### config.mk
export PLATFORM = sky130hd
export DESIGN_NAME = rab_iter_stage
export DESIGN_NICKNAME = d
export VERILOG_FILES = /design/src/rtl/core/rab_pkg.sv /design/src/rtl/core/rab_iter_stage.sv
export SDC_FILE = /design/constraint.sdc
export NUM_CORES = 1
export LEC_CHECK = 0
export BUFFER_PORTS_ARGS = -buffer_cell sky130_fd_sc_hd__buf_2
export CORE_MARGIN = 5
export CORE_UTILIZATION = 45
export DETAILED_ROUTE_END_ITERATION = 10
export PLACE_DENSITY_LB_ADDON = 0.08
export SLEW_MARGIN = 20
export SYNTH_ARGS = -nofsm -noshare
export SYNTH_HDL_FRONTEND = slang
export SYNTH_SLANG_ARGS = --single-unit
export TNS_END_PERCENT = 1
### constraint.sdc
create_clock -name clk -period 6.78 [get_ports clk]
set_input_delay 1.017 -clock clk [delete_from_list [all_inputs] [get_ports clk]]
set_output_delay 1.017 -clock clk [all_outputs]
set_load 0.02 [all_outputs]
### src/rtl/core/rab_pkg.sv
// Package for the range and bearing block: shared widths, constants,
// the status flags carried down the pipeline and the arctangent table.
// No dependencies.
package rab_pkg;

    localparam int RANGE_W   = 25;
    localparam int BEARING_W = 16;
    localparam int ANG_W     = 32;
    localparam int CORDIC_W  = 64;
    localparam int PROD_W    = ANG_W + BEARING_W;

    localparam logic [RANGE_W-1:0]   RANGE_MAX    = 25'h1FF_FFFF;
    localparam logic [BEARING_W-1:0] BEARING_TURN = 16'd46080;
    localparam logic [ANG_W-1:0]     HALF_TURN    = 32'h8000_0000;

    // Signs of the offsets and the equal-positions mark.
    typedef struct packed {
        logic dx_neg;
        logic dy_neg;
        logic zero;
    } rab_flags_t;

    // atan(2^-i) as a binary angle where 2^32 is a full turn.
    function automatic logic [ANG_W-1:0] rab_atan(input logic [4:0] i);
        logic [ANG_W-1:0] a;
        case (i)
            5'd0:    a = 32'd536870912;
            5'd1:    a = 32'd316933406;
            5'd2:    a = 32'd167458907;
            5'd3:    a = 32'd85004756;
            5'd4:    a = 32'd42667331;
            5'd5:    a = 32'd21354465;
            5'd6:    a = 32'd10679838;
            5'd7:    a = 32'd5340245;
            5'd8:    a = 32'd2670163;
            5'd9:    a = 32'd1335087;
            5'd10:   a = 32'd667544;
            5'd11:   a = 32'd333772;
            5'd12:   a = 32'd166886;
            5'd13:   a = 32'd83443;
            5'd14:   a = 32'd41722;
            5'd15:   a = 32'd20861;
            5'd16:   a = 32'd10430;
            5'd17:   a = 32'd5215;
            5'd18:   a = 32'd2608;
            5'd19:   a = 32'd1304;
            5'd20:   a = 32'd652;
            5'd21:   a = 32'd326;
            5'd22:   a = 32'd163;
            5'd23:   a = 32'd81;
            5'd24:   a = 32'd41;
            5'd25:   a = 32'd20;
            5'd26:   a = 32'd10;
            5'd27:   a = 32'd5;
            5'd28:   a = 32'd3;
            5'd29:   a = 32'd1;
            5'd30:   a = 32'd1;
            default: a = 32'd0;
        endcase
        return a;
    endfunction

endpackage

### src/rtl/core/rab_iter_stage.sv
// One stage of the range and bearing pipeline: one digit of the square
// root and one CORDIC vectoring rotation, each where the stage has one.
// Uses rab_pkg.
module rab_iter_stage
    import rab_pkg::*;
#(
    parameter int COORD_BITS   = 24,
    parameter int CORDIC_STEPS = 20,
    parameter int STAGE        = 0
) (
    input  logic                             clk,
    input  logic                             rst_n,
    input  logic                             in_valid,
    output logic                             in_ready,
    input  rab_flags_t                       in_flags,
    input  logic [2*(COORD_BITS+1)-1:0]      in_n,
    input  logic [COORD_BITS:0]              in_root,
    input  logic [COORD_BITS+2:0]            in_rem,
    input  logic signed [CORDIC_W-1:0]       in_x,
    input  logic signed [CORDIC_W-1:0]       in_y,
    input  logic [ANG_W-1:0]                 in_z,
    output logic                             out_valid,
    input  logic                             out_ready,
    output rab_flags_t                       out_flags,
    output logic [2*(COORD_BITS+1)-1:0]      out_n,
    output logic [COORD_BITS:0]              out_root,
    output logic [COORD_BITS+2:0]            out_rem,
    output logic signed [CORDIC_W-1:0]       out_x,
    output logic signed [CORDIC_W-1:0]       out_y,
    output logic [ANG_W-1:0]                 out_z
);

    localparam int ROOT_BITS = COORD_BITS + 1;
    localparam int NW        = 2 * ROOT_BITS;
    localparam int REM_W     = ROOT_BITS + 2;

    logic                        valid_reg;
    rab_flags_t                  flags_reg;
    logic [NW-1:0]               n_reg;
    logic [ROOT_BITS-1:0]        root_reg, root_next;
    logic [REM_W-1:0]            rem_reg, rem_next;
    logic signed [CORDIC_W-1:0]  x_reg, x_next;
    logic signed [CORDIC_W-1:0]  y_reg, y_next;
    logic [ANG_W-1:0]            z_reg, z_next;

    assign in_ready = !valid_reg || out_ready;

    generate
        if (STAGE < ROOT_BITS) begin : g_root
            logic [1:0]       pair;
            logic [REM_W-1:0] rem_sh;
            logic [REM_W-1:0] trial;

            // Digit pairs are taken from the top of the radicand downwards.
            assign pair   = in_n[NW-1-2*STAGE -: 2];
            assign rem_sh = {in_rem[REM_W-3:0], pair};
            assign trial  = {in_root, 2'b01};

            always_comb
            begin
                if (rem_sh >= trial)
                begin
                    rem_next  = rem_sh - trial;
                    root_next = {in_root[ROOT_BITS-2:0], 1'b1};
                end
                else
                begin
                    rem_next  = rem_sh;
                    root_next = {in_root[ROOT_BITS-2:0], 1'b0};
                end
            end
        end
        else begin : g_root_pass
            assign rem_next  = in_rem;
            assign root_next = in_root;
        end

        if (STAGE < CORDIC_STEPS) begin : g_rot
            logic signed [CORDIC_W-1:0] xs;
            logic signed [CORDIC_W-1:0] ys;
            logic [ANG_W-1:0]           step_ang;

            // Arithmetic shifts round towards minus infinity.
            assign xs       = in_x >>> STAGE;
            assign ys       = in_y >>> STAGE;
            assign step_ang = rab_atan(5'(STAGE));

            always_comb
            begin
                if (!in_y[CORDIC_W-1])
                begin
                    x_next = in_x + ys;
                    y_next = in_y - xs;
                    z_next = in_z + step_ang;
                end
                else
                begin
                    x_next = in_x - ys;
                    y_next = in_y + xs;
                    z_next = in_z - step_ang;
                end
            end
        end
        else begin : g_rot_pass
            assign x_next = in_x;
            assign y_next = in_y;
            assign z_next = in_z;
        end
    endgenerate

    always_ff @(posedge clk or negedge rst_n)
    begin
        if (!rst_n)
        begin
            valid_reg <= 1'b0;
        end
        else if (in_ready)
        begin
            valid_reg <= in_valid;
        end
    end

    always_ff @(posedge clk)
    begin
        if (in_ready && in_valid)
        begin
            flags_reg <= in_flags;
            n_reg     <= in_n;
            root_reg  <= root_next;
            rem_reg   <= rem_next;
            x_reg     <= x_next;
            y_reg     <= y_next;
            z_reg     <= z_next;
        end
    end

    assign out_valid = valid_reg;
    assign out_flags = flags_reg;
    assign out_n     = n_reg;
    assign out_root  = root_reg;
    assign out_rem   = rem_reg;
    assign out_x     = x_reg;
    assign out_y     = y_reg;
    assign out_z     = z_reg;

endmodule

**Yosys cells after proc, flatten, opt, wreduce, memory -nomap -nowiden**

Cells that the tools add are included.

- Bits in latches: 0
- RAM bits: 0
- Memory bits (read-only): 0
- Input bits: 269
- Flip-flop bits (word level): 266
- Output and inout port bits: 267
- Memories kept: 0

- Equal/unequal tests: 0
- Reductions and logical operators: 3
- Div/mod/pow operators: 0
- Multipliers: 0
- Mux-type cells: 5
- Add/subtract/negate cells: 6
- Shift operators: 0
- Bitwise logic cells: 0
- Magnitude comparators: 1

Operator list:

| kind | count |
|---|---|
| 64-bit two-way mux | 2 |
| 64-bit subtractor | 2 |
| 64-bit adder | 1 |
| 32-bit by 30-bit adder with 32-bit output, second input constant | 1 |
| 32-bit two-way mux | 1 |
| 32-bit by 30-bit subtractor with 32-bit output, second input constant | 1 |
| 27-bit greater-or-equal comparator | 1 |
| 27-bit two-way mux | 1 |
| 27-bit subtractor | 1 |
| 1-bit logical AND | 1 |
| 1-bit logical NOT | 1 |
| 1-bit logical OR | 1 |
| 1-bit two-way mux | 1 |

**Depth between registers and ports, before layout**

- Word-level depth: 3
- Mapped depth: 15
- Depth with buffers taken out: 14

**Worst setup path after synthesis**

No wires, ideal clock.

- Path type: input port to flip-flop
- Start: input out_ready
- End: register flags_reg, in the netlist out_flags[0] (enable)
- Stages on the path: 2
- Data arrival time: 7308 ps
- Library setup time: 657 ps
- Data required time: 6123 ps
- Slack: -1186 ps
- Cells stage by stage: nand2b_1 > and2_1

- Longest elaborated chain between the ends: 2

Ends and longest elaborated chain:

| what | line | source |
|---|---|---|
| start, declared | rab_iter_stage.sv:23 | `input logic out_ready,` |
| 1-bit logical OR | rab_iter_stage.sv:46 | `assign in_ready = !valid_reg \|\| out_ready;` |
| 1-bit logical AND | rab_iter_stage.sv:125 | `if (in_ready && in_valid)` |
| end signal, assigned | rab_iter_stage.sv:127 | `flags_reg <= in_flags;` |
| end, declared | rab_iter_stage.sv:38 | `rab_flags_t flags_reg;` |

Every way passes these cells.
A chain may end at the register's enable or synchronous reset.

**Worst setup path after layout**

- Start: input in_x[9]
- End: register y_reg[50] (netlist: out_y[50]) (data pin)

- Longest elaborated chain between the ends: 2
- Elaborated cells between the ends (all ways): 3

Ends and longest elaborated chain:

| what | line | source |
|---|---|---|
| start, declared | rab_iter_stage.sv:19 | `input logic signed [CORDIC_W-1:0] in_x,` |
| 64-bit subtractor or 64-bit adder (tied branches) | rab_iter_stage.sv:93, rab_iter_stage.sv:99 |  |
| 64-bit two-way mux (*) | rab_iter_stage.sv:90 | `if (!in_y[CORDIC_W-1])` |
| net y_next[50] | rab_iter_stage.sv:43 | `logic signed [CORDIC_W-1:0] y_reg, y_next;` |
| end signal, assigned | rab_iter_stage.sv:132 | `y_reg <= y_next;` |
| end, declared | rab_iter_stage.sv:43 |  |

The timed path passes the listed nets; every way through them passes the cells marked *.

==> flow_metrics.py <==
metrics = {
    "outcome": {
        "status": "finished clean",
    },
    "logic_synthesis": {
        "synth-seq-area-share_pct": 36.3,
        "syn_area_per_cell_sq_um": 8.85,
        "ys_ff_latch": 265,
        "synth_cells": 2473,
        "synth_top_area_share_pct": 36.2,
        "post-synth-top-count-cell": "a21oi_1",
        "async_flop_share_pct": 0.377,
        "synth_enable_flop_cells": 264,
        "synthDistinctLibCells": 88,
        "synth_common_cells": "a21oi_1, edfxtp_1, ha_1",
        "syn-num-nets": 2976,
        "synth_warnings": 0,
        "synthFlopType": "edfxtp_1",
        "synth_area_sq_um": 21900,
        "synth_top_cell_by_area": "edfxtp_1",
        "synth_area_leaders": "edfxtp_1, ha_1, a21oi_1",
    },
    "run": {
        "drv_cap": 0,
    },
    "cts": {
        "clock_latency_ps": 570,
        "cts_buffers": 31,
        "cts_resized": 0,
        "clockBufferDepth": 3,
        "post_cts_buffers": 0,
        "cts_root_buf": "clkbuf_16",
        "htree_levels": 1,
        "cts_tree": "built",
        "clk_pin_slew_worst_paths_ps": 60,
        "hold_buffers": 0,
        "cts_num_sinks": 265,
    },
    "worst_setup_path": {
        "worstRegToRegCells": 3,
        "cp_slowest_cell": "a2111oi_1",
        "path_cells": "buf_2 > inv_1 > ha_1 > nand3_1 > o22ai_1 > a21oi_1 > a21oi_1 > o21a_1 > a21oi_1 > o21ai_1 > a2111oi_1 > nor2_1 > o22ai_1 > xnor2_1",
        "max_stage_delay_ps": 920,
        "r2r-start": "out_valid",
        "crit_required_ps": 7080,
        "path_class": "input port to flip-flop",
        "cp-startpoint": "in_x[9]",
        "path_delay_family": "compound AO/OA/AOI/OAI gates",
        "cp.arrival_ps": 5440,
        "cp_num_cells": 14,
        "cp-end-kind": "flip-flop",
        "reg2reg_slack_ps": 4430,
        "start_kind": "input port",
        "crit_end": "out_y[50]",
        "path_buf_inv": 2,
        "r2r_end": "out_y[38]",
        "critical_path.max_fanout": 15,
        "crit_top_cell": "a21oi_1",
    },
    "min_path": {
        "hp-class": "input port to async pin",
    },
    "sta": {
        "slew_headroom_pct": 21.9,
        "setup_tns_ps": 0,
        "finalCritPeriodShare_pct": 75.9,
        "slew_violations": 0,
        "fin_crit_ps": 5140,
        "fin_skew_ps": 9.17,
        "hold_viol_final": 0,
        "tightestPinTransition_ps": 1160,
        "finalSetupViolCount": 0,
        "setup_slack_ps": 1640,
        "fmax_ghz": 0.194,
        "rsz0062_at_grt": "false",
    },
    "finish": {
        "nets": 3459,
        "area.growth.synth_to_final_pct": 18.9,
        "drive_gt1_share_pct": 21.2,
    },
    "placed_design": {
        "gp_congestion": 1.01,
        "place_ws_ps": 1230,
        "port_buffers": 533,
        "place_hpwl_um": 73000,
    },
    "route": {
        "num_vias": 21400,
        "drt-initial-drc-count": 2349,
        "first_pass_iters": 7,
        "drc_errors": 0,
        "vias_per_cell": 5.94,
        "wl_per_cell_um": 24.8,
        "wirelength_um": 89400,
        "detail-route-antenna-nets": 0,
    },
    "global_route": {
        "grt_pass1_wl_um": 129000,
        "grt_pass1_vias": 20500,
        "grt_remaining_overflow": 0,
        "grt_antenna_before_repair": 11,
        "grt_usage_pct": 31.6,
        "grt_max_degree": 152,
    },
    "floorplanning": {
        "coreArea_sq_um": 47900,
        "io-pin-count": 536,
        "die-height_um": 231,
        "initial_core_util_pct": 45.6,
        "num_rows": 80,
        "die_x_um": 231,
        "die_area_sq_um": 53100,
    },
    "power_and_ir_drop": {
        "power_density_nw_per_um2": 218,
        "p_leak_uw": 0.0114,
        "peakVddDrop_uv": 179,
    },
}
## cell usage in the layout, fill, tap and decap left out, types with 25 or more instances in the layout
| cell | instances |
|---|---|
| a21o_1 | 44 |
| nand2_1 | 157 |
| a21oi_1 | 336 |
| nor2_1 | 210 |
| mux2i_1 | 32 |
| o21ai_0 | 137 |
| o21bai_1 | 68 |
| ha_1 | 231 |
| buf_2 | 532 |
| nand4_1 | 37 |
| o21ai_1 | 30 |
| clkbuf_16 | 31 |
| a211oi_1 | 25 |
| edfxtp_1 | 264 |
| nand3_1 | 48 |
| nor3_1 | 51 |
| xnor2_1 | 131 |
| inv_1 | 216 |
## routing by layer
layer	GRT usage, %	share of wire, %
met3	5.01	8.2
met1	40.4	40
met5	0	0.030
met4	11.6	4.3
met2	54.2	48
## cell families (layout without fill, tap and decap cells)
| kind of cell | count (synthesis) | in the layout | synth area share (%) |
|---|---|---|---|
| AO/OA/AOI/OAI | 816 | 816 | 22.9 |
| AND/OR/NAND/NOR | 635 | 635 | 13.6 |
| buffers and inverters | 332 | 837 | 5.76 |
| flip-flops | 265 | 265 | 36.3 |
| adder cells (fa/ha/maj) | 234 | 234 | 13.5 |
| XOR/XNOR | 147 | 147 | 5.88 |
| multiplexers | 44 | 44 | 2.08 |
| other | 0 | 7 | 0 |
## how the worst min path moves through the flow
stage                 to  slack, ps  cells after the start
6_report       out_valid        220                      1
5_1_grt        out_valid        190                      1
4_1_cts        out_valid        190                      1
3_5_place_dp   out_valid        540                      2
3_3_place_gp   out_valid        520                      2
2_1_floorplan  out_valid        720                      0
## worst reg2reg max path, cell delays in order, from the launching register on
cell and delay, ps:
dfrtp_1 380, nand2b_1 110, and2_4 580, buf_4 820
## sequential cells by signal, summed over array words and instances (netlist names)
| register | count |
|---|---|
| out_flags | 3 |
| out_n | 50 |
| out_x | 64 |
| out_rem | 27 |
| out_z | 32 |
| out_y | 63 |
| out_valid | 1 |
| out_root | 25 |
## power breakdown
part | switching [uW] | internal, uW
Combinational | 1350 | 663
Sequential | 41.4 | 2030
Clock | 681 | 908
## metrics by stage
stage / cells / hold WS [ps] / power, uW / utilization (%) / instance area [sq um]
2_1_floorplan: 2473 / 721 / 3370 / - / 21900
3_3_place_gp: 3538 / 525 / 4050 / 52.3 / 25100
3_5_place_dp: 3538 / 539 / 4060 / 52.3 / 25100
4_1_cts: 3593 / 194 / 5670 / 54.3 / 26000
5_1_grt: 3598 / 195 / 5920 / 54.3 / 26000
6_report: 3600 / 216 / 5670 / 54.3 / 26000
## layout make-up
type	count	area [sq um]
Fill cell	4587	21900
Sequential cell	265	7950
Clock buffer	36	795
Clock inverter	19	153
Inverter	236	886
Antenna cell	7	17.5
Tap cell	615	769
Multi-Input combinational cell	1876	12700
Timing Repair Buffer	546	2780
Power figures use the tool's default switching activity.
